**config.mk**
```make
export PLATFORM = sky130hd
export DESIGN_NAME = prz_fifo
export DESIGN_NICKNAME = d
export VERILOG_FILES = /design/src/rtl/prz_pkg.sv /design/src/rtl/prz_fifo.sv
export SDC_FILE = /design/constraint.sdc
export NUM_CORES = 1
export LEC_CHECK = 0
export BUFFER_PORTS_ARGS = -buffer_cell sky130_fd_sc_hd__buf_4
export CAP_MARGIN = 40
export CORE_MARGIN = 1.5
export CORE_UTILIZATION = 52
export CTS_CLUSTER_DIAMETER = 150
export DETAILED_ROUTE_END_ITERATION = 8
export HOLD_SLACK_MARGIN = 0.05
export PLACE_DENSITY = 0.8
export SLEW_MARGIN = 20
export SYNTH_ARGS = -nofsm -noshare
export SYNTH_HDL_FRONTEND = slang
export SYNTH_SLANG_ARGS = --single-unit
export TNS_END_PERCENT = 1
```
**constraint.sdc**
```tcl
create_clock -name i_clk -period 2.2 [get_ports i_clk]
set_input_delay 0.22 -clock i_clk [delete_from_list [all_inputs] [get_ports i_clk]]
set_output_delay 0.22 -clock i_clk [all_outputs]
set_load 0.01 [all_outputs]
```
**src/rtl/prz_pkg.sv**
```systemverilog
// ----------------------------------------------------------------------------
// prz_pkg: shared types and constants
// Constants, state encodings and helpers for the point rotate and height tagger.
// ----------------------------------------------------------------------------
`default_nettype none

package prz_pkg;

    localparam int MAX_FRAME_POINTS_DEF = 65536;
    localparam int REFLECTIVITY_DEF     = 100;

    localparam int COEF_W  = 18;
    localparam int ROW_W   = 54;
    localparam int CRD_W   = 32;
    localparam int TOTAL_W = 17;
    localparam int LINE_W  = 8;
    localparam int ACC_W   = 52;
    localparam int PROD_W  = COEF_W + CRD_W;
    localparam int CFG_IDX_W = 3;

    localparam logic [CFG_IDX_W-1:0] CFG_ROT_ROW_X     = 3'd0;
    localparam logic [CFG_IDX_W-1:0] CFG_ROT_ROW_Y     = 3'd1;
    localparam logic [CFG_IDX_W-1:0] CFG_ROT_ROW_Z     = 3'd2;
    localparam logic [CFG_IDX_W-1:0] CFG_MIN_HEIGHT    = 3'd3;
    localparam logic [CFG_IDX_W-1:0] CFG_MAX_HEIGHT    = 3'd4;
    localparam logic [CFG_IDX_W-1:0] CFG_HEIGHT_OFFSET = 3'd5;
    localparam logic [CFG_IDX_W-1:0] CFG_SCAN_LINES    = 3'd6;
    localparam logic [CFG_IDX_W-1:0] CFG_FRAME_NS      = 3'd7;

    localparam logic [ROW_W-1:0] ROT_ROW_X_RST = 54'd65536;
    localparam logic [ROW_W-1:0] ROT_ROW_Y_RST = 54'd65536 << 18;
    localparam logic [ROW_W-1:0] ROT_ROW_Z_RST = 54'd65536 << 36;
    localparam logic signed [CRD_W-1:0] MIN_HEIGHT_RST    = 32'sh8000_0000;
    localparam logic signed [CRD_W-1:0] MAX_HEIGHT_RST    = 32'sh7FFF_FFFF;
    localparam logic signed [CRD_W-1:0] HEIGHT_OFFSET_RST = 32'sd98304;
    localparam logic [LINE_W-1:0]       SCAN_LINES_RST    = 8'd4;
    localparam logic [31:0]             FRAME_NS_RST      = 32'd100000000;

    typedef enum logic [1:0] {
        F_IDLE,
        F_MAC,
        F_CLASS
    } t_front_state;

    typedef enum logic [1:0] {
        B_IDLE,
        B_MUL,
        B_DIV,
        B_DONE
    } t_back_state;

    typedef struct packed {
        logic full;
        logic empty;
    } t_q_stat;

    function automatic logic signed [CRD_W-1:0] sat32(input logic signed [ACC_W-1:0] acc);
        logic signed [ACC_W-17:0] sh;
        sh = acc[ACC_W-1:16];
        if (sh > 36'sh0_7FFF_FFFF) begin
            return 32'sh7FFF_FFFF;
        end else if (sh < -36'sh0_8000_0000) begin
            return 32'sh8000_0000;
        end
        return sh[CRD_W-1:0];
    endfunction

endpackage

`default_nettype wire

```
**src/rtl/prz_fifo.sv**
```systemverilog
// ----------------------------------------------------------------------------
// prz_fifo: two-entry request queue
// Decouples the classifying front end from the timing back end.
// ----------------------------------------------------------------------------
`default_nettype none

module prz_fifo
    import prz_pkg::*;
#(
    parameter int W = 8
) (
    input  wire logic         i_clk,
    input  wire logic         i_rst_n,
    input  wire logic         i_push,
    input  wire logic [W-1:0] i_data,
    input  wire logic         i_pop,
    output      logic [W-1:0] o_data,
    output      t_q_stat      o_stat
);

    logic [W-1:0] r_mem [2];
    logic         r_wptr;
    logic         r_rptr;
    logic [1:0]   r_cnt;

    always_ff @(posedge i_clk) begin
        if (!i_rst_n) begin
            r_wptr <= 1'b0;
            r_rptr <= 1'b0;
            r_cnt  <= 2'd0;
        end else begin
            if (i_push) begin
                r_wptr <= ~r_wptr;
            end
            if (i_pop) begin
                r_rptr <= ~r_rptr;
            end
            r_cnt <= r_cnt + 2'(i_push) - 2'(i_pop);
        end
    end

    always_ff @(posedge i_clk) begin
        if (i_push) begin
            r_mem[r_wptr] <= i_data;
        end
    end

    assign o_data       = r_mem[r_rptr];
    assign o_stat.full  = (r_cnt == 2'd2);
    assign o_stat.empty = (r_cnt == 2'd0);

endmodule

`default_nettype wire

```
; Word level (Yosys, flattened, before mapping)
; Memory sizes are Yosys's and may differ from the RTL's. A register that Yosys moved wholly into a read port is not among the register bits.
; Index checks and enable logic that the tools add are counted.
[word_totals]
register_bits = 4
mem_bits_rw = 16
in_bits = 12
output_inout_bits = 10
wordCells = 14
memories = 1
[op_classes]
addsub = 2
n_eq_ne = 1
mux = 4
bitwise_logic = 2
reduce_logical = 1
[memory_table]
columns = name, depth, word_bits, read_ports, rd_ports_with_merged_regs, wr, line
row1 = r_mem, 2, 8, 1, 1, 1, prz_fifo.sv:21  ; logic [W-1:0] r_mem [2];
[op_table]
columns = cell, count
row1 = 2-to-1 mux 1 bit, 4
row2 = adder 2 x 1 -> 2 bit, 1
row3 = equality test 2 bit (second input constant), 1
row4 = logical NOT 2 bit, 1
row5 = inverter 1 bit, 2
row6 = subtractor 2 x 1 -> 2 bit, 1

; Logic depth before layout (Yosys ltp)
[depth]
depth_word = 3
mapped_depth = 6
depth_no_buf = 6

; Least setup slack after synthesis
; Ideal clock, no wire load.
[synth_path]
path_kind = flip-flop to flip-flop
start = register r_cnt[0]
end = register r_cnt[1]
setup_time_ps = 65
t_arrival_ps = 1086
t_required_ps = 2135
slack_ps = 1049
stages_incl_launch_ff = 7
n_path_buf = 0
period_less_slack_ps = 1151
path_cell_list = dfxtp_1 inv_1 ha_1 inv_1 ha_1 xnor3_1 nor2b_1
[synth_between]
elab_chain_cells = 2
[synth_lines]
columns = item, line
row1 = from (decl), prz_fifo.sv:24  ; logic [1:0] r_cnt;
row2 = from (signal assigned), prz_fifo.sv:38  ; r_cnt <= r_cnt + 2'(i_push) - 2'(i_pop);
row3 = adder 2 x 1 -> 2 bit, prz_fifo.sv:38
row4 = subtractor 2 x 1 -> 2 bit, prz_fifo.sv:38
; Every way passes these cells.
; A chain may end at the register's enable or synchronous reset.

==> impl_metrics.sql <==
INSERT INTO impl_metrics (metric_group, metric, value, unit) VALUES
('placement', 'dp_slack', '829.3', 'ps'),
('pwr', 'vdd.ir_drop.worst', '489.1', 'uV'),
('yosys', 'synth_sequential_area_ratio', '0.7250', ''),
('layout', 'layout-drive-gt1-share', '0.4571', ''),
('critical_path', 'critical_path.endpoint_type', 'primary output', ''),
('yosys', 'avgSynthCellArea', '17.41', 'um^2'),
('hold_path', 'min-delay-path-class', 'in2reg', ''),
('timing', 'final_min_period_over_clock_period', '0.7211', ''),
('detailed_routing', 'detail_route.first_pass.iterations', '2', ''),
('timing', 'final.min_clock_period', '1587', 'ps'),
('die', 'top_level_ports', '22', ''),
('yosys', 'ys_seq_elements', '21', ''),
('clocking', 'cts_post_setup_buffers_inserted', '0', ''),
('detailed_routing', 'route.final.wire_length', '1210', 'um'),
('timing', 'rsz_0062_raised_after_global_routing', 'false', ''),
('layout', 'design.final.nets', '85', ''),
('critical_path', 'worst_ep_required', '1980', 'ps'),
('placement', 'globalplace.congestion', '0.7202', ''),
('layout', 'final.fill_count', '97', ''),
('timing', 'fmax', '630.3', 'MHz'),
('die', 'fp.coreArea', '1366', 'um^2'),
('status', 'run_status', 'completed', ''),
('timing', 'clock_skew', '1.155', 'ps'),
('critical_path', 'worstPathBufferInverterCount', '1', ''),
('clocking', 'clk_pin_slew_worst_paths', '110', 'ps'),
('die', 'floorplan.initialDensity', '0.5861', ''),
('critical_path', 'r2r_slack', '890', 'ps'),
('clocking', 'worstSkewPairLatency', '290', 'ps'),
('layout', 'layout.cells.most_common', 'buf_4', ''),
('placement', 'dp_cells', '81', ''),
('timing', 'setup_tns', '0', 'ps'),
('die', 'die_ar', '1784', 'um^2'),
('detailed_routing', 'vias_per_cell', '5.071', ''),
('clocking', 'root_buffer', 'clkbuf_4', ''),
('clocking', 'holdBufCountCts', '0', ''),
('global_routing', 'grt_pass1_wl', '1945', 'um'),
('critical_path', 'worst-endpoint-arrival', '1370', 'ps'),
('critical_path', 'worst_path_largest_cell_delay', '540', 'ps'),
('global_routing', 'grt_start_max_net_pins', '12', ''),
('clocking', 'cts_tree', 'done', ''),
('yosys', 'synth_cell_types', '12', ''),
('yosys', 'netlist_instances', '46', ''),
('detailed_routing', 'final_antenna_net_count', '0', ''),
('detailed_routing', 'route.detailed.wl_per_inst', '14.24', 'um'),
('global_routing', 'first_global_vias', '441', ''),
('detailed_routing', 'post-route-drc-count', '0', ''),
('critical_path', 'critical_path_maximum_fanout', '8', ''),
('layout', 'non_filler_cells_final', '85', ''),
('critical_path', 'top_cell_family_by_delay_on_the_critical_path', 'flip-flops', ''),
('clocking', 'htree_num_levels', '1', ''),
('timing', 'report.final.slew_viol_count', '0', ''),
('timing', 'hold_violations', '0', ''),
('clocking', 'cts_num_sinks', '21', ''),
('timing', 'final-setup-viol-count', '0', ''),
('placement', 'portBuffers', '21', ''),
('clocking', 'cts_buffers', '3', ''),
('global_routing', 'number_of_antenna_violations_at_the_first_check_in_global_routing', '0', ''),
('job', 'drv.max_cap_violation_count', '0', ''),
('layout', 'antennaDiodeCount', '0', ''),
('detailed_routing', 'drc_marker_count_from_the_first_detailed_route_iteration', '5', ''),
('yosys', 'syn-cell-area', '800.8', 'um^2'),
('layout', 'growth_of_design_area_from_synthesis_to_finish', '24.69', '%'),
('pwr', 'total_power', '0.7911', 'mW'),
('yosys', 'synth_nets', '60', ''),
('timing', 'maxSlewHeadroom', '0.4652', ''),
('critical_path', 'cp-start-kind', 'flip-flop', ''),
('global_routing', 'total_overflow_reported_by_the_global_router', '0', ''),
('timing', 'tightest_slew', '800.5', 'ps'),
('critical_path', 'critical_path.cell_chain', 'mux2_2 > buf_4', ''),
('layout', 'leading_cell_types_in_the_layout_fill_and_taps_excluded', 'buf_4 (21), edfxtp_1 (16), mux2_2 (8)', ''),
('timing', 'fin_ws', '613.5', 'ps'),
('detailed_routing', 'via_count', '431', ''),
('global_routing', 'grt_use_total', '0.1512', ''),
('die', 'std_cell_rows', '13', ''),
('placement', 'post-dp-hpwl', '940.7', 'um'),
('yosys', 'yosys_warns', '0', ''),
('pwr', 'cellPowerDensity', '792.3', 'nW/um^2'),
('critical_path', 'timing.setup.critical_path_class', 'reg2out', ''),
('die', 'dieHeight', '42.24', 'um'),
('pwr', 'leakage_dissipation', '0.4034', 'nW'),
('clocking', 'max-clock-path-buffers', '2', ''),
('clocking', 'post_cts_resize_count', '0', ''),
('die', 'die-width', '42.24', 'um'),
('critical_path', 'timing.critical_path.slowest_stage_cell', 'dfxtp_1', '');
[cells in the mapped netlist]
cell type,instances,share of area
edfxtp_1,16,0.60
mux2_2,8,0.11
dfxtp_1,5,0.13
and2_1,4,0.031
nor2b_1,4,0.031
ha_1,2,0.031
inv_1,2,0.0094
buf_2,1,0.0062
nor2_1,1,0.0047
o21a_1,1,0.0094
xnor3_1,1,0.028
xor2_1,1,0.011
[per-layer routing]
layer | wire length [um] | global-route usage | vias to the layer above
li1 | - | - | 212
met1 | 486 | 0.1686 | 206
met2 | 665 | 0.2708 | 13
met3 | 57 | 0.03017 | 0
met4 | 0 | 0.07500 | 0
met5 | 0 | 0 | -
[state kept, by name, summed over array words and instances (netlist names), named ones only]
register and count:
r_cnt 2, r_mem 16, r_rptr 1, r_wptr 1
[worst paths after layout]
kind	depth (start not counted)	end	startpoint
worst max-delay path	2	o_data[7]	flip-flop
worst min-delay path	1	r_mem[1][3]	i_data[3]
worst max register to register	1	r_mem[0][4]	r_wptr
worst min register to register	2	r_rptr	r_rptr
[power breakdown]
| part | internal, mW | leakage [nW] | switching [mW] |
|---|---|---|---|
| registers | 0.457 | 0.192 | 0.0165 |
| logic | 0.0880 | 0.197 | 0.0537 |
| clock network | 0.0705 | 0.0150 | 0.106 |
[metrics by stage]
stage	cell area (um^2)	hold slack, ps	utilization
after floorplan	800.8	318.9	-
after global placement	972.2	405.3	0.7115
after detailed placement	972.2	407.4	0.7115
after CTS	998.5	91.81	0.7308
after global routing	998.5	86.26	0.7308
final	998.5	103.1	0.7308
[logic make-up (layout without fill, tap and decap cells)]
group	count (synthesis)	count (layout)	synth area share
AO/OA/AOI/OAI	1	1	0.009378
XOR/XNOR	2	2	0.03906
adder cells (fa/ha/maj)	2	2	0.03125
buffers and inverters	3	27	0.01562
flip-flops	21	21	0.7250
multiplexers	8	8	0.1125
AND/OR/NAND/NOR	9	9	0.06717
[final cells by class]
type                            instances  area [um^2]  area share
Multi-Input combinational cell         22        207.7      0.2080
Inverter                                2        7.507    0.007519
Clock buffer                            4        26.28     0.02632
Timing Repair Buffer                   21        157.7      0.1579
Sequential cell                        21        580.6      0.5815
Tap cell                               15        18.77     0.01880
Note: power is estimated with default switching activity, not from simulation.
