<file path="config.mk">
export PLATFORM = sky130hd
export DESIGN_NAME = prz_front_flat
export DESIGN_NICKNAME = d
export VERILOG_FILES = /design/src/rtl/prz_pkg.sv /design/src/rtl/prz_if.sv /design/src/rtl/prz_front.sv /design/src/flat_wrapper.sv
export SDC_FILE = /design/constraint.sdc
export NUM_CORES = 2
export LEC_CHECK = 0
export BUFFER_PORTS_ARGS = -buffer_cell sky130_fd_sc_hd__buf_2
export CORE_UTILIZATION = 30
export CTS_BUF_LIST = sky130_fd_sc_hd__clkbuf_8
export CTS_CLUSTER_SIZE = 12
export DETAILED_ROUTE_END_ITERATION = 10
export MAX_ROUTING_LAYER = met4
export PLACE_DENSITY = 0.54
export SYNTH_ARGS = -nofsm -noshare
export SYNTH_HDL_FRONTEND = slang
export SYNTH_SLANG_ARGS = --single-unit
</file>
<file path="constraint.sdc">
create_clock -name i_clk -period 26.8 [get_ports i_clk]
set_clock_uncertainty 0.1 [all_clocks]
set_input_delay 6.7 -clock i_clk [delete_from_list [all_inputs] [get_ports i_clk]]
set_output_delay 6.7 -clock i_clk [all_outputs]
set_load 0.03 [all_outputs]
</file>
<file path="src/rtl/prz_pkg.sv">
// ----------------------------------------------------------------------------
// prz_pkg: shared types and constants
// Constants, state encodings and helpers for the point rotate and height tagger.
// ----------------------------------------------------------------------------
`default_nettype none

package prz_pkg;

    localparam int MAX_FRAME_POINTS_DEF = 65536;
    localparam int REFLECTIVITY_DEF     = 100;

    localparam int COEF_W  = 18;
    localparam int ROW_W   = 54;
    localparam int CRD_W   = 32;
    localparam int TOTAL_W = 17;
    localparam int LINE_W  = 8;
    localparam int ACC_W   = 52;
    localparam int PROD_W  = COEF_W + CRD_W;
    localparam int CFG_IDX_W = 3;

    localparam logic [CFG_IDX_W-1:0] CFG_ROT_ROW_X     = 3'd0;
    localparam logic [CFG_IDX_W-1:0] CFG_ROT_ROW_Y     = 3'd1;
    localparam logic [CFG_IDX_W-1:0] CFG_ROT_ROW_Z     = 3'd2;
    localparam logic [CFG_IDX_W-1:0] CFG_MIN_HEIGHT    = 3'd3;
    localparam logic [CFG_IDX_W-1:0] CFG_MAX_HEIGHT    = 3'd4;
    localparam logic [CFG_IDX_W-1:0] CFG_HEIGHT_OFFSET = 3'd5;
    localparam logic [CFG_IDX_W-1:0] CFG_SCAN_LINES    = 3'd6;
    localparam logic [CFG_IDX_W-1:0] CFG_FRAME_NS      = 3'd7;

    localparam logic [ROW_W-1:0] ROT_ROW_X_RST = 54'd65536;
    localparam logic [ROW_W-1:0] ROT_ROW_Y_RST = 54'd65536 << 18;
    localparam logic [ROW_W-1:0] ROT_ROW_Z_RST = 54'd65536 << 36;
    localparam logic signed [CRD_W-1:0] MIN_HEIGHT_RST    = 32'sh8000_0000;
    localparam logic signed [CRD_W-1:0] MAX_HEIGHT_RST    = 32'sh7FFF_FFFF;
    localparam logic signed [CRD_W-1:0] HEIGHT_OFFSET_RST = 32'sd98304;
    localparam logic [LINE_W-1:0]       SCAN_LINES_RST    = 8'd4;
    localparam logic [31:0]             FRAME_NS_RST      = 32'd100000000;

    typedef enum logic [1:0] {
        F_IDLE,
        F_MAC,
        F_CLASS
    } t_front_state;

    typedef enum logic [1:0] {
        B_IDLE,
        B_MUL,
        B_DIV,
        B_DONE
    } t_back_state;

    typedef struct packed {
        logic full;
        logic empty;
    } t_q_stat;

    function automatic logic signed [CRD_W-1:0] sat32(input logic signed [ACC_W-1:0] acc);
        logic signed [ACC_W-17:0] sh;
        sh = acc[ACC_W-1:16];
        if (sh > 36'sh0_7FFF_FFFF) begin
            return 32'sh7FFF_FFFF;
        end else if (sh < -36'sh0_8000_0000) begin
            return 32'sh8000_0000;
        end
        return sh[CRD_W-1:0];
    endfunction

endpackage

`default_nettype wire

</file>
<file path="src/rtl/prz_if.sv">
// ----------------------------------------------------------------------------
// prz_if: point and result channels
// Valid/ready channels carrying one input point and one tagged result point.
// ----------------------------------------------------------------------------
`default_nettype none

interface prz_in_if;
    logic               valid;
    logic               ready;
    logic signed [31:0] px;
    logic signed [31:0] py;
    logic signed [31:0] pz;
    logic [16:0]        frame_points;
    logic               frame_end;

    modport source (output valid, px, py, pz, frame_points, frame_end, input ready);
    modport sink   (input valid, px, py, pz, frame_points, frame_end, output ready);
endinterface


`default_nettype wire

</file>
<file path="src/rtl/prz_front.sv">
// ----------------------------------------------------------------------------
// prz_front: rotation and height band classification
// Rotates a point with one shared multiplier, filters on height and keeps count.
// ----------------------------------------------------------------------------
`default_nettype none

module prz_front
    import prz_pkg::*;
#(
    parameter int MAX_FRAME_POINTS = MAX_FRAME_POINTS_DEF,
    parameter int CW = $clog2(MAX_FRAME_POINTS + 1),
    parameter int JW = 3 * CRD_W + CW + TOTAL_W + 1
) (
    input  wire logic                    i_clk,
    input  wire logic                    i_rst_n,
    prz_in_if.sink                       i_pt,
    input  wire logic [ROW_W-1:0]        i_row_x,
    input  wire logic [ROW_W-1:0]        i_row_y,
    input  wire logic [ROW_W-1:0]        i_row_z,
    input  wire logic signed [CRD_W-1:0] i_min_height,
    input  wire logic signed [CRD_W-1:0] i_max_height,
    input  wire logic signed [CRD_W-1:0] i_height_offset,
    input  wire t_q_stat                 i_q_stat,
    output      logic                    o_push,
    output      logic [JW-1:0]           o_job
);

    t_front_state r_state, n_state;

    logic signed [CRD_W-1:0]  r_x, r_y, r_z;
    logic [TOTAL_W-1:0]       r_total;
    logic                     r_last;
    logic [3:0]               r_step;
    logic [1:0]               r_prow;
    logic signed [PROD_W-1:0] r_prod;
    logic signed [ACC_W-1:0]  r_acc_x, r_acc_y, r_acc_z;
    logic [CW-1:0]            r_kept;

    logic [1:0]               w_row;
    logic [1:0]               w_col;
    logic [ROW_W-1:0]         w_row_bits;
    logic signed [COEF_W-1:0] w_coef;
    logic signed [CRD_W-1:0]  w_crd;
    logic signed [CRD_W-1:0]  w_rx, w_ry, w_rz, w_oz;
    logic                     w_keep;
    logic                     w_accept;
    logic                     w_done;

    assign w_row = (r_step >= 4'd6) ? 2'd2 : ((r_step >= 4'd3) ? 2'd1 : 2'd0);
    assign w_col = 2'(r_step - 4'(3 * w_row));

    always_comb begin
        case (w_row)
            2'd0:    w_row_bits = i_row_x;
            2'd1:    w_row_bits = i_row_y;
            default: w_row_bits = i_row_z;
        endcase
        case (w_col)
            2'd0: begin
                w_coef = w_row_bits[17:0];
                w_crd  = r_x;
            end
            2'd1: begin
                w_coef = w_row_bits[35:18];
                w_crd  = r_y;
            end
            default: begin
                w_coef = w_row_bits[53:36];
                w_crd  = r_z;
            end
        endcase
    end

    assign w_rx   = sat32(r_acc_x);
    assign w_ry   = sat32(r_acc_y);
    assign w_rz   = sat32(r_acc_z);
    assign w_oz   = w_rz + i_height_offset;
    assign w_keep = (w_rz >= i_min_height) && (w_rz <= i_max_height);

    always_comb begin
        n_state = r_state;
        case (r_state)
            F_IDLE: begin
                if (i_pt.valid) begin
                    n_state = F_MAC;
                end
            end
            F_MAC: begin
                if (r_step == 4'd9) begin
                    n_state = F_CLASS;
                end
            end
            F_CLASS: begin
                if (!w_keep || !i_q_stat.full) begin
                    n_state = F_IDLE;
                end
            end
            default: n_state = F_IDLE;
        endcase
    end

    always_comb begin
        i_pt.ready = 1'b0;
        o_push     = 1'b0;
        w_done     = 1'b0;
        case (r_state)
            F_IDLE:  i_pt.ready = 1'b1;
            F_CLASS: begin
                o_push = w_keep && !i_q_stat.full;
                w_done = !w_keep || !i_q_stat.full;
            end
            default: begin
                i_pt.ready = 1'b0;
            end
        endcase
    end

    assign w_accept = i_pt.valid && i_pt.ready;
    assign o_job    = {w_rx, w_ry, w_oz, r_kept, r_total, r_last};

    always_ff @(posedge i_clk) begin
        if (!i_rst_n) begin
            r_state <= F_IDLE;
            r_kept  <= '0;
        end else begin
            r_state <= n_state;
            if (w_done) begin
                if (r_last) begin
                    r_kept <= '0;
                end else if (w_keep && (r_kept < CW'(MAX_FRAME_POINTS))) begin
                    r_kept <= r_kept + 1'b1;
                end
            end
        end
    end

    always_ff @(posedge i_clk) begin
        if (w_accept) begin
            r_x     <= i_pt.px;
            r_y     <= i_pt.py;
            r_z     <= i_pt.pz;
            r_total <= i_pt.frame_points;
            r_last  <= i_pt.frame_end;
            r_step  <= 4'd0;
            r_acc_x <= '0;
            r_acc_y <= '0;
            r_acc_z <= '0;
        end else if (r_state == F_MAC) begin
            if (r_step != 4'd9) begin
                r_prod <= w_coef * w_crd;
                r_prow <= w_row;
            end
            if (r_step != 4'd0) begin
                case (r_prow)
                    2'd0:    r_acc_x <= r_acc_x + ACC_W'(r_prod);
                    2'd1:    r_acc_y <= r_acc_y + ACC_W'(r_prod);
                    default: r_acc_z <= r_acc_z + ACC_W'(r_prod);
                endcase
            end
            r_step <= r_step + 4'd1;
        end
    end

endmodule

`default_nettype wire

</file>
<file path="src/flat_wrapper.sv">
// flat-port wrapper written by rule: the top's interface ports become plain ports
module prz_front_flat import prz_pkg::*;
#(
    parameter int MAX_FRAME_POINTS = MAX_FRAME_POINTS_DEF,
    parameter int CW = $clog2(MAX_FRAME_POINTS + 1),
    parameter int JW = 3 * CRD_W + CW + TOTAL_W + 1
)
  (i_clk, i_rst_n, i_row_x, i_row_y, i_row_z, i_min_height, i_max_height, i_height_offset, i_q_stat, o_push, o_job, i_pt_valid, i_pt_px, i_pt_py, i_pt_pz, i_pt_frame_points, i_pt_frame_end, i_pt_ready);
  prz_in_if i_pt_i ();
  input  wire logic i_clk;
  input  wire logic i_rst_n;
  input  wire logic [ROW_W-1:0] i_row_x;
  input  wire logic [ROW_W-1:0] i_row_y;
  input  wire logic [ROW_W-1:0] i_row_z;
  input  wire logic signed [CRD_W-1:0] i_min_height;
  input  wire logic signed [CRD_W-1:0] i_max_height;
  input  wire logic signed [CRD_W-1:0] i_height_offset;
  input  wire t_q_stat i_q_stat;
  output      logic o_push;
  output      logic [JW-1:0] o_job;
  input wire logic [$bits(i_pt_i.valid)-1:0] i_pt_valid;
  input wire logic [$bits(i_pt_i.px)-1:0] i_pt_px;
  input wire logic [$bits(i_pt_i.py)-1:0] i_pt_py;
  input wire logic [$bits(i_pt_i.pz)-1:0] i_pt_pz;
  input wire logic [$bits(i_pt_i.frame_points)-1:0] i_pt_frame_points;
  input wire logic [$bits(i_pt_i.frame_end)-1:0] i_pt_frame_end;
  output wire logic [$bits(i_pt_i.ready)-1:0] i_pt_ready;
  assign i_pt_i.valid = i_pt_valid;
  assign i_pt_i.px = i_pt_px;
  assign i_pt_i.py = i_pt_py;
  assign i_pt_i.pz = i_pt_pz;
  assign i_pt_i.frame_points = i_pt_frame_points;
  assign i_pt_i.frame_end = i_pt_frame_end;
  assign i_pt_ready = i_pt_i.ready;
  prz_front #(.MAX_FRAME_POINTS(MAX_FRAME_POINTS), .CW(CW), .JW(JW)) u_core (.i_clk(i_clk), .i_rst_n(i_rst_n), .i_pt(i_pt_i), .i_row_x(i_row_x), .i_row_y(i_row_y), .i_row_z(i_row_z), .i_min_height(i_min_height), .i_max_height(i_max_height), .i_height_offset(i_height_offset), .i_q_stat(i_q_stat), .o_push(o_push), .o_job(o_job));
endmodule
</file>
# Word level (Yosys, flattened, before mapping)
# Index checks and enable logic that the tools add are counted.
# classes
n_eq_ne	10
reduce_logical	20
n_mux	29
add_sub_neg	7
bitwise	2
multipliers	2
n_lt_le_gt_ge	11
# ops
op	n
32-bit 2-to-1 mux	9
52-bit by 50-bit adder with 52-bit output	3
36-bit by 32-bit greater-than comparator with 1-bit output (second input constant)	3
36-bit by 32-bit < comparator with 1-bit output (second input constant)	3
54-bit one-hot mux with 2 select lines	1
32-bit one-hot mux with 2 select lines	1
18-bit by 32-bit multiplier with 50-bit output	1
18-bit one-hot mux with 2 select lines	1
17-bit 2-to-1 mux	2
32-bit adder	1
32-bit >= comparator	1
32-bit <= comparator	1
17-bit by 1-bit adder with 17-bit output (second input constant)	1
17-bit < comparator (second input constant)	1
3-bit AND reduction	5
1-bit 2-to-1 mux	10
2-bit by 1-bit == test with 1-bit output (second input constant)	4
2-bit zero test	4
2-bit 2-to-1 mux	4
2-bit one-hot mux with 3 select lines	1
4-bit by 1-bit adder with 4-bit output (second input constant)	1
4-bit == test (second input constant)	1
4-bit by 2-bit >= comparator with 1-bit output (second input constant)	1
4-bit by 3-bit >= comparator with 1-bit output (second input constant)	1
other kinds (14)	20
# word_totals
register_bits	345
out_inout_bits	133
elab_cells	94

# Longest topological paths before layout
# logic_depth
ltp_word	10
ltp_mapped	46
mapped_depth_nobuf	42

# Worst setup path before layout
# No wires, ideal clock.
# synth_path
kind	in2out
from	input i_height_offset[1]
to	output o_job[66]
path_stages	12
required_time_ns	20.000
slack_ns	10.353
arrival_ns	9.647
cell_sequence	ha_1 > a21o_1 > a21oi_1 > o21ai_1 > a311oi_1 > nor2b_1 > o32ai_2 > o31ai_1 > a311o_1 > a41oi_1 > a311oi_1 > xnor2_1
# synth_via
elab_chain_cells	1
# synth_lines
element	line	source
from (decl)	flat_wrapper.sv:17	input wire logic signed [CRD_W-1:0] i_height_offset;
32-bit adder	prz_front.sv:77	assign w_oz = w_rz + i_height_offset;
to (decl)	flat_wrapper.sv:20	output logic [JW-1:0] o_job;
# No other way between the ends.

# Worst setup path after layout
# layout_path
from	input i_height_offset[0]
to	output o_job[65]
# The elaborated chain is that of the path after synthesis.

==> results.md <==
* Run status: complete, no violations
* Combined global-route utilization of all metal layers at 0.200
* Type of element capturing the critical path: primary output
* Final HPWL DP at 117000 um
* Number of flip-flops and latches in the synthesized netlist at 345
* Post-Synthesis Net Count at 6426
* Total clock buffers created by CTS at 67
* Layout cell share with drive strength beyond 1 at 0.136
* Classification of the worst setup path: in -> out
* Post-synthesis compound-gate area fraction at 0.156
* Std cell rows at 141
* Fraction of synthesized area in multiplexers at 0.0262
* Worst endpoint required time at 20000 ps
* Chip Height at 387 um
* Worst hold endpoint: u_core.r_acc_y[4]
* Overall routed net length at 148000 um
* Maximum fanout count along the critical path at 3
* Number of enable flip-flop cells after synthesis at 166
* Most common cell after layout, fill and taps aside: sky130_fd_sc_hd__inv_1
* Hold Crit Start: u_core.r_acc_y[4]
* Total clock sinks at 345
* Combinational family with the most area after synthesis: adder cells
* Number of filler instances in the final layout at 15500
* Number of H-tree levels at 3
* Final min period at 17100 ps
* Worst R2R Setup Slack at 14290 ps
* Distinct cell type count of the synthesized netlist at 84
* Maximum root-to-sink buffer count at 3
* Total count of hold-check failures in the final report at 0
* Wirelength per Cell at 19.6 um
* Share of synthesized registers carrying an async set or reset at 0
* Number of vias per cell after detailed routing at 5.00
* Destination of the worst register-to-register timing path: u_core.r_prod[47]
* Adder-cell share of the synthesized area at 0.356
* Post-synthesis sequential area ratio at 0.192
* Final antenna-violating net count at 0
* Number of nets in the layout at 6870
* Area share of the largest cell type after synthesis at 0.250
* Number of vias after detailed routing at 37700
* Slew Limit Headroom at 0.201
* Routability-driven placement congestion ratio at 0.934
* Ports at 510
* Buffer count from post-CTS setup fixing at 0
* Number of instances in the synthesized netlist at 5115
* Register area at 0.00857 mm^2
* Initial antenna violation count at 9
* Gates resized, CTS repair at 0
* Dominant cell type by area after synthesis: sky130_fd_sc_hd__fa_1
* Final Cycle Share at 0.638
* Setup repair after global routing missed its margin: no
* # Max-Cap Violations at 0
* Worst hold-check path type: reg -> reg
* Setup violators final at 0
* Number of port buffers at 508
* Top library cells by usage in the layout, fill and taps aside: sky130_fd_sc_hd__inv_1 (797), sky130_fd_sc_hd__nand2_1 (637), sky130_fd_sc_hd__fa_1 (557), sky130_fd_sc_hd__buf_2 (508), sky130_fd_sc_hd__nor2_1 (425)
* Maximum number of pins on one net before global-route repair at 90
* Clock tree from TritonCTS: done
* Number of remaining DRC errors at 0
* Path depth of the worst reg2reg path at 39
* Synth Flop Type: sky130_fd_sc_hd__dfxtp_1
* Floorplan die area at 0.150 mm^2
* Clock transition at path regs at 60 ps
* DRC violation total after the first TritonRoute iteration at 2316
* Top cells by area in the synthesized netlist: sky130_fd_sc_hd__fa_1 (25%), sky130_fd_sc_hd__edfxtp_1 (11%), sky130_fd_sc_hd__ha_1 (11%)
* Vias in the first global route at 37700
* Average instance area after synthesis at 8.71 um^2
* Clk Latency, worst-skew pair at 750 ps
* Number of warning messages in the yosys log at 0
* Pre-antenna DRT Iters at 6
* Setup crit start kind: input pin
* Post-synthesis cell area at 0.0445 mm^2
* Number of cells on the worst hold path at 2
* Root Buffer: sky130_fd_sc_hd__clkbuf_8
* Data arrival time of the critical path at 10300 ps
* Area occupied by multi-input gates at 0.0324 mm^2
* Synthesis-to-finish area growth at 13.8%
* Simple-gate area share of the yosys netlist at 0.143
* Xor/xnor share of the synthesized area at 0.0433
* Starting Density at 0.302
* Fin. max-slew vios at 0
* Wire length of the first global-routing pass at 224000 um
* Max Clock Freq at 58.5 MHz
* GRT overflow at 0
* Die outline width at 387 um
* Worst-Margin Slew at 1190 ps
* Placeable Area at 0.147 mm^2
* Crit Reg-Reg Startpoint: u_core.r_step[0]
* CTS Hold Bufs at 0
* Setup tns final at 0 ps
worst max-delay path, cell delays in order:
cell and delay (ps):
sky130_fd_sc_hd__buf_2 110, sky130_fd_sc_hd__ha_1 220, sky130_fd_sc_hd__fa_1 410, sky130_fd_sc_hd__a21o_1 190, sky130_fd_sc_hd__a21oi_1 290, sky130_fd_sc_hd__o21ai_0 170
sky130_fd_sc_hd__nand3_1 190, sky130_fd_sc_hd__a2111oi_0 170, sky130_fd_sc_hd__o31ai_1 360, sky130_fd_sc_hd__a21oi_1 170, sky130_fd_sc_hd__o31a_1 300, sky130_fd_sc_hd__o221a_2 280
sky130_fd_sc_hd__a21o_1 180, sky130_fd_sc_hd__a21oi_1 170, sky130_fd_sc_hd__xnor2_1 150, sky130_fd_sc_hd__buf_2 220
through the flow:
stage	instances	hold slack [ps]	util	setup WS, ps	area, um^2
detailed placement	7420	351	0.335	9750	49400
global route	7547	371	0.344	9420	50700
global placement	7420	342	0.335	9760	49400
floorplan	5115	336	-	10350	44500
CTS	7539	360	0.344	9730	50700
finish	7547	356	0.344	9700	50700
cell families after synthesis:
logic type               count (synthesis)
AO/OA/AOI/OAI                         1084
adder cells (fa/ha/maj)                934
XOR/XNOR                               220
flip-flops                             345
multiplexers                            94
buffers and inverters                  981
AND/OR/NAND/NOR                       1457
Yosys cell counts, types with 39 or more instances:
cell                       instances
sky130_fd_sc_hd__inv_1           778
sky130_fd_sc_hd__nand2_1         640
sky130_fd_sc_hd__fa_1            557
sky130_fd_sc_hd__nor2_1          432
sky130_fd_sc_hd__a21oi_1         381
sky130_fd_sc_hd__ha_1            377
sky130_fd_sc_hd__a21o_1          240
sky130_fd_sc_hd__clkbuf_1        181
sky130_fd_sc_hd__dfxtp_1         179
sky130_fd_sc_hd__edfxtp_1        166
sky130_fd_sc_hd__o21ai_0         159
sky130_fd_sc_hd__xnor2_1         156
sky130_fd_sc_hd__mux2i_1          75
sky130_fd_sc_hd__o21a_1           74
sky130_fd_sc_hd__xor2_1           64
sky130_fd_sc_hd__nand3_1          62
sky130_fd_sc_hd__nand2b_1         58
sky130_fd_sc_hd__and2_1           48
sky130_fd_sc_hd__nand4_1          48
sky130_fd_sc_hd__nor2b_1          46
sky130_fd_sc_hd__a211oi_1         39
sky130_fd_sc_hd__nor3_1           39
layout make-up:
type / count / share of cell area
multi-input combinational: 3789 / 0.640
antenna: 8 / 0.000395
clock buffer: 73 / 0.0198
timing repair buffer: 578 / 0.0605
sequential: 345 / 0.169
tap: 1930 / 0.0476
inverter: 778 / 0.0577
clock inverter: 46 / 0.00530
worst max-delay path by stage:
stage	startpoint	to	slack [ps]
6_report	i_height_offset[0]	o_job[65]	9700
5_1_grt	i_height_offset[1]	o_job[66]	9420
4_1_cts	i_height_offset[0]	o_job[65]	9730
3_5_place_dp	i_height_offset[0]	o_job[65]	9750
3_3_place_gp	i_height_offset[0]	o_job[65]	9760
2_1_floorplan	i_height_offset[1]	o_job[66]	10350
per-layer routing:
| layer | GRT usage | vias up | routed length [um] |
|---|---|---|---|
| met1 | 0.259 | 18600 | 66300 |
| met2 | 0.320 | 1122 | 68100 |
| met3 | 0.0246 | 244 | 8030 |
| met5 | - | - | 0 |
| met4 | 0.0681 | 0 | 5240 |
| li1 | - | 17700 | - |
state kept, by name (all words and copies together), names as in the netlist, 4 cells and up:
signal / cells
u_core.r_acc_x: 52
u_core.r_acc_y: 52
u_core.r_acc_z: 52
u_core.r_kept: 17
u_core.r_prod: 50
u_core.r_step: 4
u_core.r_total: 17
u_core.r_x: 32
u_core.r_y: 32
u_core.r_z: 32
Power is left out: the tool's default activity adds up to more than one toggle a clock period on the data nets, which glitch-free logic cannot reach.
