--- src/rtl/prz_pkg.sv ---
// ----------------------------------------------------------------------------
// prz_pkg: shared types and constants
// Constants, state encodings and helpers for the point rotate and height tagger.
// ----------------------------------------------------------------------------
`default_nettype none

package prz_pkg;

    localparam int MAX_FRAME_POINTS_DEF = 65536;
    localparam int REFLECTIVITY_DEF     = 100;

    localparam int COEF_W  = 18;
    localparam int ROW_W   = 54;
    localparam int CRD_W   = 32;
    localparam int TOTAL_W = 17;
    localparam int LINE_W  = 8;
    localparam int ACC_W   = 52;
    localparam int PROD_W  = COEF_W + CRD_W;
    localparam int CFG_IDX_W = 3;

    localparam logic [CFG_IDX_W-1:0] CFG_ROT_ROW_X     = 3'd0;
    localparam logic [CFG_IDX_W-1:0] CFG_ROT_ROW_Y     = 3'd1;
    localparam logic [CFG_IDX_W-1:0] CFG_ROT_ROW_Z     = 3'd2;
    localparam logic [CFG_IDX_W-1:0] CFG_MIN_HEIGHT    = 3'd3;
    localparam logic [CFG_IDX_W-1:0] CFG_MAX_HEIGHT    = 3'd4;
    localparam logic [CFG_IDX_W-1:0] CFG_HEIGHT_OFFSET = 3'd5;
    localparam logic [CFG_IDX_W-1:0] CFG_SCAN_LINES    = 3'd6;
    localparam logic [CFG_IDX_W-1:0] CFG_FRAME_NS      = 3'd7;

    localparam logic [ROW_W-1:0] ROT_ROW_X_RST = 54'd65536;
    localparam logic [ROW_W-1:0] ROT_ROW_Y_RST = 54'd65536 << 18;
    localparam logic [ROW_W-1:0] ROT_ROW_Z_RST = 54'd65536 << 36;
    localparam logic signed [CRD_W-1:0] MIN_HEIGHT_RST    = 32'sh8000_0000;
    localparam logic signed [CRD_W-1:0] MAX_HEIGHT_RST    = 32'sh7FFF_FFFF;
    localparam logic signed [CRD_W-1:0] HEIGHT_OFFSET_RST = 32'sd98304;
    localparam logic [LINE_W-1:0]       SCAN_LINES_RST    = 8'd4;
    localparam logic [31:0]             FRAME_NS_RST      = 32'd100000000;

    typedef enum logic [1:0] {
        F_IDLE,
        F_MAC,
        F_CLASS
    } t_front_state;

    typedef enum logic [1:0] {
        B_IDLE,
        B_MUL,
        B_DIV,
        B_DONE
    } t_back_state;

    typedef struct packed {
        logic full;
        logic empty;
    } t_q_stat;

    function automatic logic signed [CRD_W-1:0] sat32(input logic signed [ACC_W-1:0] acc);
        logic signed [ACC_W-17:0] sh;
        sh = acc[ACC_W-1:16];
        if (sh > 36'sh0_7FFF_FFFF) begin
            return 32'sh7FFF_FFFF;
        end else if (sh < -36'sh0_8000_0000) begin
            return 32'sh8000_0000;
        end
        return sh[CRD_W-1:0];
    endfunction

endpackage

`default_nettype wire

--- src/rtl/prz_if.sv ---
// ----------------------------------------------------------------------------
// prz_if: point and result channels
// Valid/ready channels carrying one input point and one tagged result point.
// ----------------------------------------------------------------------------
`default_nettype none


interface prz_out_if;
    logic               valid;
    logic               ready;
    logic signed [31:0] ox;
    logic signed [31:0] oy;
    logic signed [31:0] oz;
    logic [7:0]         reflect_level;
    logic [7:0]         line_number;
    logic [31:0]        time_ofs;
    logic               frame_last;

    modport source (output valid, ox, oy, oz, reflect_level, line_number, time_ofs,
                    frame_last, input ready);
    modport sink   (input valid, ox, oy, oz, reflect_level, line_number, time_ofs,
                    frame_last, output ready);
endinterface

`default_nettype wire

--- src/rtl/prz_back.sv ---
// ----------------------------------------------------------------------------
// prz_back: line number and time offset
// Computes the time offset and line number with a two-bit-per-cycle divider.
// ----------------------------------------------------------------------------
`default_nettype none

module prz_back
    import prz_pkg::*;
#(
    parameter int MAX_FRAME_POINTS = MAX_FRAME_POINTS_DEF,
    parameter int REFLECTIVITY     = REFLECTIVITY_DEF,
    parameter int CW = $clog2(MAX_FRAME_POINTS + 1),
    parameter int JW = 3 * CRD_W + CW + TOTAL_W + 1
) (
    input  wire logic               i_clk,
    input  wire logic               i_rst_n,
    input  wire logic [LINE_W-1:0]  i_scan_lines,
    input  wire logic [31:0]        i_frame_ns,
    input  wire t_q_stat            i_q_stat,
    input  wire logic [JW-1:0]      i_job,
    output      logic               o_pop,
    prz_out_if.source               o_pt
);

    localparam int PW = 32 + CW;
    localparam int DW = PW + (PW % 2);
    localparam int NIT = DW / 2;
    localparam int IW = $clog2(NIT + 1);

    t_back_state r_state, n_state;

    logic signed [CRD_W-1:0] r_rx, r_ry, r_oz;
    logic [CW-1:0]           r_cnt;
    logic [TOTAL_W-1:0]      r_total;
    logic                    r_last;
    logic [DW-1:0]           r_dvd;
    logic [DW-1:0]           r_csh;
    logic [DW-1:0]           r_q;
    logic [TOTAL_W:0]        r_rem;
    logic [LINE_W:0]         r_mrem;
    logic [IW-1:0]           r_it;

    logic                    r_ovalid;
    logic signed [CRD_W-1:0] r_ox, r_oy, r_ozo;
    logic [LINE_W-1:0]       r_line;
    logic [31:0]             r_time;
    logic                    r_olast;

    logic [TOTAL_W:0]        w_rem;
    logic [LINE_W:0]         w_mrem;
    logic [1:0]              w_qb;
    logic                    w_load;
    logic [31:0]             w_time;
    logic [PW-1:0]           w_prod;

    always_comb begin
        w_rem  = r_rem;
        w_mrem = r_mrem;
        w_qb   = 2'b00;
        for (int k = 0; k < 2; k++) begin
            w_rem  = {w_rem[TOTAL_W-1:0], r_dvd[DW-1-k]};
            w_mrem = {w_mrem[LINE_W-1:0], r_csh[DW-1-k]};
            if (w_rem >= {1'b0, r_total}) begin
                w_rem    = w_rem - {1'b0, r_total};
                w_qb[1-k] = 1'b1;
            end
            if (w_mrem >= {1'b0, i_scan_lines}) begin
                w_mrem = w_mrem - {1'b0, i_scan_lines};
            end
        end
    end

    always_comb begin
        n_state = r_state;
        case (r_state)
            B_IDLE: begin
                if (!i_q_stat.empty) begin
                    n_state = B_MUL;
                end
            end
            B_MUL: n_state = B_DIV;
            B_DIV: begin
                if (r_it == IW'(NIT - 1)) begin
                    n_state = B_DONE;
                end
            end
            B_DONE: begin
                if (!r_ovalid || o_pt.ready) begin
                    n_state = B_IDLE;
                end
            end
            default: n_state = B_IDLE;
        endcase
    end

    always_comb begin
        o_pop  = 1'b0;
        w_load = 1'b0;
        case (r_state)
            B_IDLE: o_pop  = !i_q_stat.empty;
            B_DONE: w_load = !r_ovalid || o_pt.ready;
            default: begin
                o_pop = 1'b0;
            end
        endcase
    end

    assign w_prod = i_frame_ns * r_cnt;
    assign w_time = ((r_total == '0) || (|r_q[DW-1:32])) ? 32'hFFFF_FFFF : r_q[31:0];

    always_ff @(posedge i_clk) begin
        if (!i_rst_n) begin
            r_state  <= B_IDLE;
            r_ovalid <= 1'b0;
        end else begin
            r_state <= n_state;
            if (w_load) begin
                r_ovalid <= 1'b1;
            end else if (o_pt.ready) begin
                r_ovalid <= 1'b0;
            end
        end
    end

    always_ff @(posedge i_clk) begin
        case (r_state)
            B_IDLE: begin
                {r_rx, r_ry, r_oz, r_cnt, r_total, r_last} <= i_job;
            end
            B_MUL: begin
                r_dvd  <= DW'(w_prod);
                r_csh  <= DW'(r_cnt);
                r_q    <= '0;
                r_rem  <= '0;
                r_mrem <= '0;
                r_it   <= '0;
            end
            B_DIV: begin
                r_dvd  <= {r_dvd[DW-3:0], 2'b00};
                r_csh  <= {r_csh[DW-3:0], 2'b00};
                r_q    <= {r_q[DW-3:0], w_qb};
                r_rem  <= w_rem;
                r_mrem <= w_mrem;
                r_it   <= r_it + 1'b1;
            end
            default: begin
                if (w_load) begin
                    r_ox    <= r_rx;
                    r_oy    <= r_ry;
                    r_ozo   <= r_oz;
                    r_line  <= (i_scan_lines == '0) ? '0 : r_mrem[LINE_W-1:0];
                    r_time  <= w_time;
                    r_olast <= r_last;
                end
            end
        endcase
    end

    assign o_pt.valid         = r_ovalid;
    assign o_pt.ox            = r_ox;
    assign o_pt.oy            = r_oy;
    assign o_pt.oz            = r_ozo;
    assign o_pt.reflect_level = LINE_W'(REFLECTIVITY);
    assign o_pt.line_number   = r_line;
    assign o_pt.time_ofs      = r_time;
    assign o_pt.frame_last    = r_olast;

endmodule

`default_nettype wire

--- src/flat_wrapper.sv ---
// flat-port wrapper written by rule: the top's interface ports become plain ports
module prz_back_flat import prz_pkg::*;
#(
    parameter int MAX_FRAME_POINTS = MAX_FRAME_POINTS_DEF,
    parameter int REFLECTIVITY     = REFLECTIVITY_DEF,
    parameter int CW = $clog2(MAX_FRAME_POINTS + 1),
    parameter int JW = 3 * CRD_W + CW + TOTAL_W + 1
)
  (i_clk, i_rst_n, i_scan_lines, i_frame_ns, i_q_stat, i_job, o_pop, o_pt_valid, o_pt_ox, o_pt_oy, o_pt_oz, o_pt_reflect_level, o_pt_line_number, o_pt_time_ofs, o_pt_frame_last, o_pt_ready);
  prz_out_if o_pt_i ();
  input  wire logic i_clk;
  input  wire logic i_rst_n;
  input  wire logic [LINE_W-1:0] i_scan_lines;
  input  wire logic [31:0] i_frame_ns;
  input  wire t_q_stat i_q_stat;
  input  wire logic [JW-1:0] i_job;
  output      logic o_pop;
  output wire logic [$bits(o_pt_i.valid)-1:0] o_pt_valid;
  output wire logic [$bits(o_pt_i.ox)-1:0] o_pt_ox;
  output wire logic [$bits(o_pt_i.oy)-1:0] o_pt_oy;
  output wire logic [$bits(o_pt_i.oz)-1:0] o_pt_oz;
  output wire logic [$bits(o_pt_i.reflect_level)-1:0] o_pt_reflect_level;
  output wire logic [$bits(o_pt_i.line_number)-1:0] o_pt_line_number;
  output wire logic [$bits(o_pt_i.time_ofs)-1:0] o_pt_time_ofs;
  output wire logic [$bits(o_pt_i.frame_last)-1:0] o_pt_frame_last;
  input wire logic [$bits(o_pt_i.ready)-1:0] o_pt_ready;
  assign o_pt_valid = o_pt_i.valid;
  assign o_pt_ox = o_pt_i.ox;
  assign o_pt_oy = o_pt_i.oy;
  assign o_pt_oz = o_pt_i.oz;
  assign o_pt_reflect_level = o_pt_i.reflect_level;
  assign o_pt_line_number = o_pt_i.line_number;
  assign o_pt_time_ofs = o_pt_i.time_ofs;
  assign o_pt_frame_last = o_pt_i.frame_last;
  assign o_pt_i.ready = o_pt_ready;
  prz_back #(.MAX_FRAME_POINTS(MAX_FRAME_POINTS), .REFLECTIVITY(REFLECTIVITY), .CW(CW), .JW(JW)) u_core (.i_clk(i_clk), .i_rst_n(i_rst_n), .i_scan_lines(i_scan_lines), .i_frame_ns(i_frame_ns), .i_q_stat(i_q_stat), .i_job(i_job), .o_pop(o_pop), .o_pt(o_pt_i));
endmodule
--- config.mk ---
export PLATFORM = sky130hd
export DESIGN_NAME = prz_back_flat
export DESIGN_NICKNAME = d
export VERILOG_FILES = /design/src/rtl/prz_pkg.sv /design/src/rtl/prz_if.sv /design/src/rtl/prz_back.sv /design/src/flat_wrapper.sv
export SDC_FILE = /design/constraint.sdc
export NUM_CORES = 2
export LEC_CHECK = 0
export BUFFER_PORTS_ARGS = -buffer_cell sky130_fd_sc_hd__buf_2
export CAP_MARGIN = 20
export CORE_MARGIN = 5
export CORE_UTILIZATION = 60
export DETAILED_ROUTE_END_ITERATION = 8
export GPL_TIMING_DRIVEN = 1
export PLACE_DENSITY = 0.77
export SETUP_SLACK_MARGIN = 0.05
export SLEW_MARGIN = 0
export SYNTH_ARGS = -nofsm -noshare
export SYNTH_HDL_FRONTEND = slang
export SYNTH_SLANG_ARGS = --single-unit
--- constraint.sdc ---
create_clock -name i_clk -period 8.9 [get_ports i_clk]
set_input_delay 0.89 -clock i_clk [delete_from_list [all_inputs] [get_ports i_clk]]
set_output_delay 0.89 -clock i_clk [all_outputs]
set_load 0.1 [all_outputs]
**Word-level counts from Yosys, hierarchy flattened**

Cells that the tools add are included.

- Output and inout bits: 147
- Bits in registers: 451
- Bits of input ports: 176
- Logic and storage cells: 71

- Bitwise logic cells: 1
- Reduce and logical (&&, ||, !) cells: 13
- Mux-type cells: 20
- Equal/unequal tests: 7
- Multiply operators: 1
- $lt $le $gt $ge: 4
- Add/sub/neg operators: 5

Operators with widths:

| cell | count |
|---|---|
| one-hot mux 50 bit (2 select lines) | 3 |
| multiplier 32 x 17 -> 49 bit | 1 |
| greater-or-equal comparator 18 x 17 -> 1 bit | 2 |
| 2-to-1 mux 17 bit | 2 |
| one-hot mux 17 bit (2 select lines) | 1 |
| subtractor 17 bit | 2 |
| greater-or-equal comparator 9 x 8 -> 1 bit | 2 |
| OR reduction 18 bit | 1 |
| logical NOT 17 bit | 1 |
| 2-to-1 mux 8 bit | 2 |
| one-hot mux 8 bit (2 select lines) | 1 |
| subtractor 8 bit | 2 |
| one-hot mux 5 bit (2 select lines) | 1 |
| logical NOT 8 bit | 1 |
| one-hot mux 2 bit (4 select lines) | 1 |
| 2-to-1 mux 1 bit | 6 |
| 2-to-1 mux 2 bit | 3 |
| adder 5 x 1 -> 5 bit (second input constant) | 1 |
| == test 5 bit (second input constant) | 1 |
| == test 2 bit (second input constant) | 2 |
| inequality test 2 x 1 -> 1 bit (second input constant) | 2 |
| nonzero test 2 bit | 2 |
| AND reduction 3 bit | 1 |
| OR reduction 3 bit | 1 |
| other kinds (7) | 9 |

**Depth between registers and ports, before layout**

- Depth after elaboration: 5
- Gate-level depth with buffers: 24
- Depth with buffers taken out: 22

**Worst setup path before layout**

OpenSTA, ideal clock, no wires.

- Path kind: input to register
- From: input port o_pt_ready
- To: register u_core.r_olast (netlist: u_core.o_pt.frame_last) (enable)
- Library setup time: 0.638 ns
- Cell stages on the path: 2
- Arrival: 6.654 ns
- Required time: 8.262 ns
- Path buffers: 0
- Slack: 1.608 ns
- Path through: nor2b_1 -> nor2_1

- Cells in the longest elaborated chain, start to end: 3

RTL lines:

| what | RTL line | source |
|---|---|---|
| from (decl) | flat_wrapper.sv:26 | `input wire logic [$bits(o_pt_i.ready)-1:0] o_pt_ready;` |
| logical OR 1 bit | prz_back.sv:101 | `B_DONE: w_load = !r_ovalid \|\| o_pt.ready;` |
| 2-to-1 mux 1 bit | prz_back.sv:99 | `case (r_state)` |
| AND reduction 2 bit (no source line) | n/a |  |
| to (signal assigned) | prz_back.sv:153 | `r_olast <= r_last;` |
| to (decl) | prz_back.sv:47 | `logic r_olast;` |

Every way passes these cells.
A chain may end at the register's enable or synchronous reset.

**Final worst setup path**

- From: register u_core.r_cnt[3]
- To: register u_core.r_dvd[47], data pin

- Cells in the longest elaborated chain, start to end: 2

RTL lines:

| what | RTL line | source |
|---|---|---|
| from (decl) | prz_back.sv:33 | `logic [CW-1:0] r_cnt;` |
| from (signal assigned) | prz_back.sv:128 | `{r_rx, r_ry, r_oz, r_cnt, r_total, r_last} <= i_job;` |
| multiplier 32 x 17 -> 49 bit | prz_back.sv:108 | `assign w_prod = i_frame_ns * r_cnt;` |
| one-hot mux 50 bit (2 select lines) | prz_back.sv:126 | `case (r_state)` |
| to (signal assigned) | prz_back.sv:131 | `r_dvd <= DW'(w_prod);` |
| to (signal assigned) | prz_back.sv:139 | `r_dvd <= {r_dvd[DW-3:0], 2'b00};` |
| to (decl) | prz_back.sv:36 | `logic [DW-1:0] r_dvd;` |

Every way passes these cells.

==> impl_metrics.py <==
metrics = {
    "outcome": {
        "outcome": "finished, final reports clean",
    },
    "die": {
        "die-area_sq_um": 65200,
        "chipHeight_um": 255,
        "fp-row-count": 90,
        "io-pin-count": 323,
        "floorplan.die.width_um": 255,
        "initial_utilization": 0.601,
        "floorplan.core_area_sq_um": 60000,
    },
    "detailed_routing": {
        "route.detailed.wl_per_inst_um": 19.1,
        "detailroute.via_count": 24400,
        "detail_route.iter0.violations": 1740,
        "drc_violation_count_after_routing": 0,
        "firstDrtPassIters": 5,
        "routed_via_density": 5.58,
        "finalWirelength_um": 83400,
        "drt.antenna.violating_nets": 0,
    },
    "final_layout": {
        "layout.cells.most_common": "inv_1",
        "fillCellCount": 4513,
        "n_antenna_cell": 0,
        "multi_input_comb_area_sq_um": 19800,
        "seq_area_sq_um": 13500,
        "layout_common_cells": "inv_1, fa_1, edfxtp_1",
        "syn_to_final_growth_pct": 10.7,
        "drive_above_1_share": 0.134,
        "final_core_util": 0.666,
        "nets": 4358,
    },
    "critical_path": {
        "timing.critical_path.slowest_cell_delay_ns": 1.15,
        "crit_path_frequent_cell": "fa_1",
        "crit_arrival_ns": 7.59,
        "end_kind": "flip-flop",
        "crit_fanout": 23,
        "critical_path.slowest_cell": "edfxtp_1",
        "crit_chain": "buf_4, nand2_1, fa_1, fa_1, fa_1, inv_1, fa_1, fa_1, inv_1, fa_1, inv_1, ha_1, a21o_1, a31o_2, a21oi_1, o22ai_1, nor4_2, o21ai_1, nor4b_1, nor3b_1",
        "worstSetupStartpointType": "flip-flop",
        "worst-endpoint-required_ns": 9.25,
        "crit_path_class": "reg2reg",
    },
    "cts": {
        "ctsHtreeMaxLevel": 2,
        "post_cts_buffers": 0,
        "cts_buffer_depth": 3,
        "clkTransAtPathRegs_ns": 0.06,
        "number_of_sinks_on_the_clock_net": 451,
        "cts-resized-gates": 0,
        "clock-root-buffer": "clkbuf_16",
        "cts_made_buffers": 49,
        "tritoncts": "done",
        "holdBufCountCts": 0,
        "worst_skew_pair.late_latency_ns": 0.61,
    },
    "synthesis": {
        "synth_ff_type": "edfxtp_1",
        "syn_area_per_cell_sq_um": 11.0,
        "mappedNetlistArea_sq_um": 36100,
        "post_synth_inst_count": 3294,
        "synth_warnings": 0,
        "postSynthRegisterBits": 451,
        "yosysSeqAreaShare": 0.374,
        "ys_async_sr_fraction": 0,
        "synth_enable_flop_cells": 448,
        "synth.lib_cells_used.distinct": 80,
    },
    "sta": {
        "report.final.setup_viol": 0,
        "final-max-slew-violation-count": 0,
        "worst_clock_skew_on_the_final_layout_ns": 0.0540,
        "finalSetupTns_ns": 0,
        "maximum_clock_frequency_mhz": 138,
        "max_slew_margin": 0.191,
        "tightest_slew_ns": 1.21,
        "grt_setup_unrepaired": "false",
        "fin_crit_sh": 0.813,
        "min_period_ns": 7.23,
        "timing.final.hold_violations": 0,
    },
    "placement": {
        "place.gp.congestion": 0.905,
        "place_hpwl_um": 59800,
        "number_of_buffer_cells_added_on_primary_ports": 313,
    },
    "global_routing": {
        "grt_util_all_layers": 0.256,
        "grt_pass1_vias": 25500,
        "antenna_found_initial": 1,
        "grt_first_pass_wirelength_um": 133000,
        "globalRouteOverflowTotal": 0,
        "grt_max_degree": 74,
    },
    "hold_path": {
        "worst_hold_path_type": "reg2reg",
    },
    "job": {
        "timing.max_cap.violations": 0,
    },
}
state kept, by name (all words and copies together), names as in the netlist, 17 cells and up:
signal and count:
u_core.r_rx 32, u_core.r_rem 17, u_core.r_ry 32, u_core.o_pt.oy 32, u_core.o_pt.oz 32, u_core.r_q 50, u_core.r_total 17, u_core.o_pt.ox 32
u_core.r_csh 50, u_core.r_cnt 17, u_core.r_oz 32, u_core.o_pt.time_ofs 32, u_core.r_dvd 50
synth_stat cells, types with 9 or more instances:
cell type  count  area share
inv_1        597       0.062
fa_1         453        0.25
edfxtp_1     448        0.37
nand2_1      423       0.044
and2_1       304       0.053
ha_1         180       0.062
clkbuf_1     127       0.013
nor2_1        96       0.010
o21ai_0       84       0.012
a21oi_1       83       0.012
xnor2_1       45       0.011
nand2b_1      43      0.0075
mux2_2        32       0.010
a21o_1        30      0.0062
nand3_1       28      0.0039
nor3_1        25      0.0035
nand4_1       20      0.0035
o21a_1        19      0.0040
nor2b_1       17      0.0029
xor2_1        17      0.0041
mux2i_1       15      0.0042
o21bai_1      14      0.0029
a211oi_1      13      0.0027
buf_4         10      0.0021
nor4_1        10      0.0017
a211o_1        9      0.0022
a31oi_1        9      0.0016
and3_1         9      0.0016
metal layers:
metal | part of all wire | track usage | vias up
li1 | - | - | 11100
met1 | 0.41 | 0.349 | 12100
met2 | 0.48 | 0.424 | 1054
met3 | 0.086 | 0.0542 | 190
met4 | 0.028 | 0.0693 | 0
met5 | 0 | 0 | -
worst max-delay path: cells and delay by family, from the launching register on:
family / cells / cell delay [ns]
flip-flops: 1 / 1.15
AND/OR/NAND/NOR: 4 / 0.85
buffers and inverters: 4 / 0.51
AO/OA/AOI/OAI: 5 / 1.14
adder cells (fa/ha/maj): 7 / 3.35
stage by stage:
| step | setup WS, ns | instance area [sq um] | std cells | hold WS (ns) |
|---|---|---|---|---|
| floorplan | 1.61 | 36100 | 3300 | 0.400 |
| global placement | 1.83 | 38300 | 4280 | 0.400 |
| detailed placement | 1.76 | 38300 | 4280 | 0.405 |
| CTS | 1.79 | 39900 | 4367 | 0.415 |
| global route | 1.49 | 39900 | 4367 | 0.419 |
| finish | 1.67 | 39900 | 4367 | 0.412 |
area by class of cell:
class	instances	share of cell area
Clock buffer	52	0.0310
Clock inverter	35	0.00987
Inverter	598	0.0562
Multi-Input combinational cell	2109	0.496
Sequential cell	451	0.338
Tap cell	782	0.0245
Timing Repair Buffer	340	0.0443
final timing paths:
| check | endpoint | cells after the start | slack, ns | start |
|---|---|---|---|---|
| setup reg to reg | u_core.r_dvd[47] | 20 | 1.67 | u_core.r_cnt[3] |
| setup / recovery | u_core.r_dvd[47] | 20 | 1.67 | u_core.r_cnt[3] |
| hold / removal | u_core.o_pt.oy[17] | 0 | 0.41 | u_core.r_ry[17] |
| hold reg to reg | u_core.o_pt.oy[17] | 0 | 0.41 | u_core.r_ry[17] |
logic make-up after synthesis:
family	share of synthesized area
AO/OA/AOI/OAI	0.0652
other	0.000208
multiplexers	0.0141
adder cells (fa/ha/maj)	0.314
AND/OR/NAND/NOR	0.139
flip-flops	0.374
XOR/XNOR	0.0150
buffers and inverters	0.0783
Power is not shown: default switching activity piles up to over one toggle a cycle in this logic, so the estimate is an artifact.
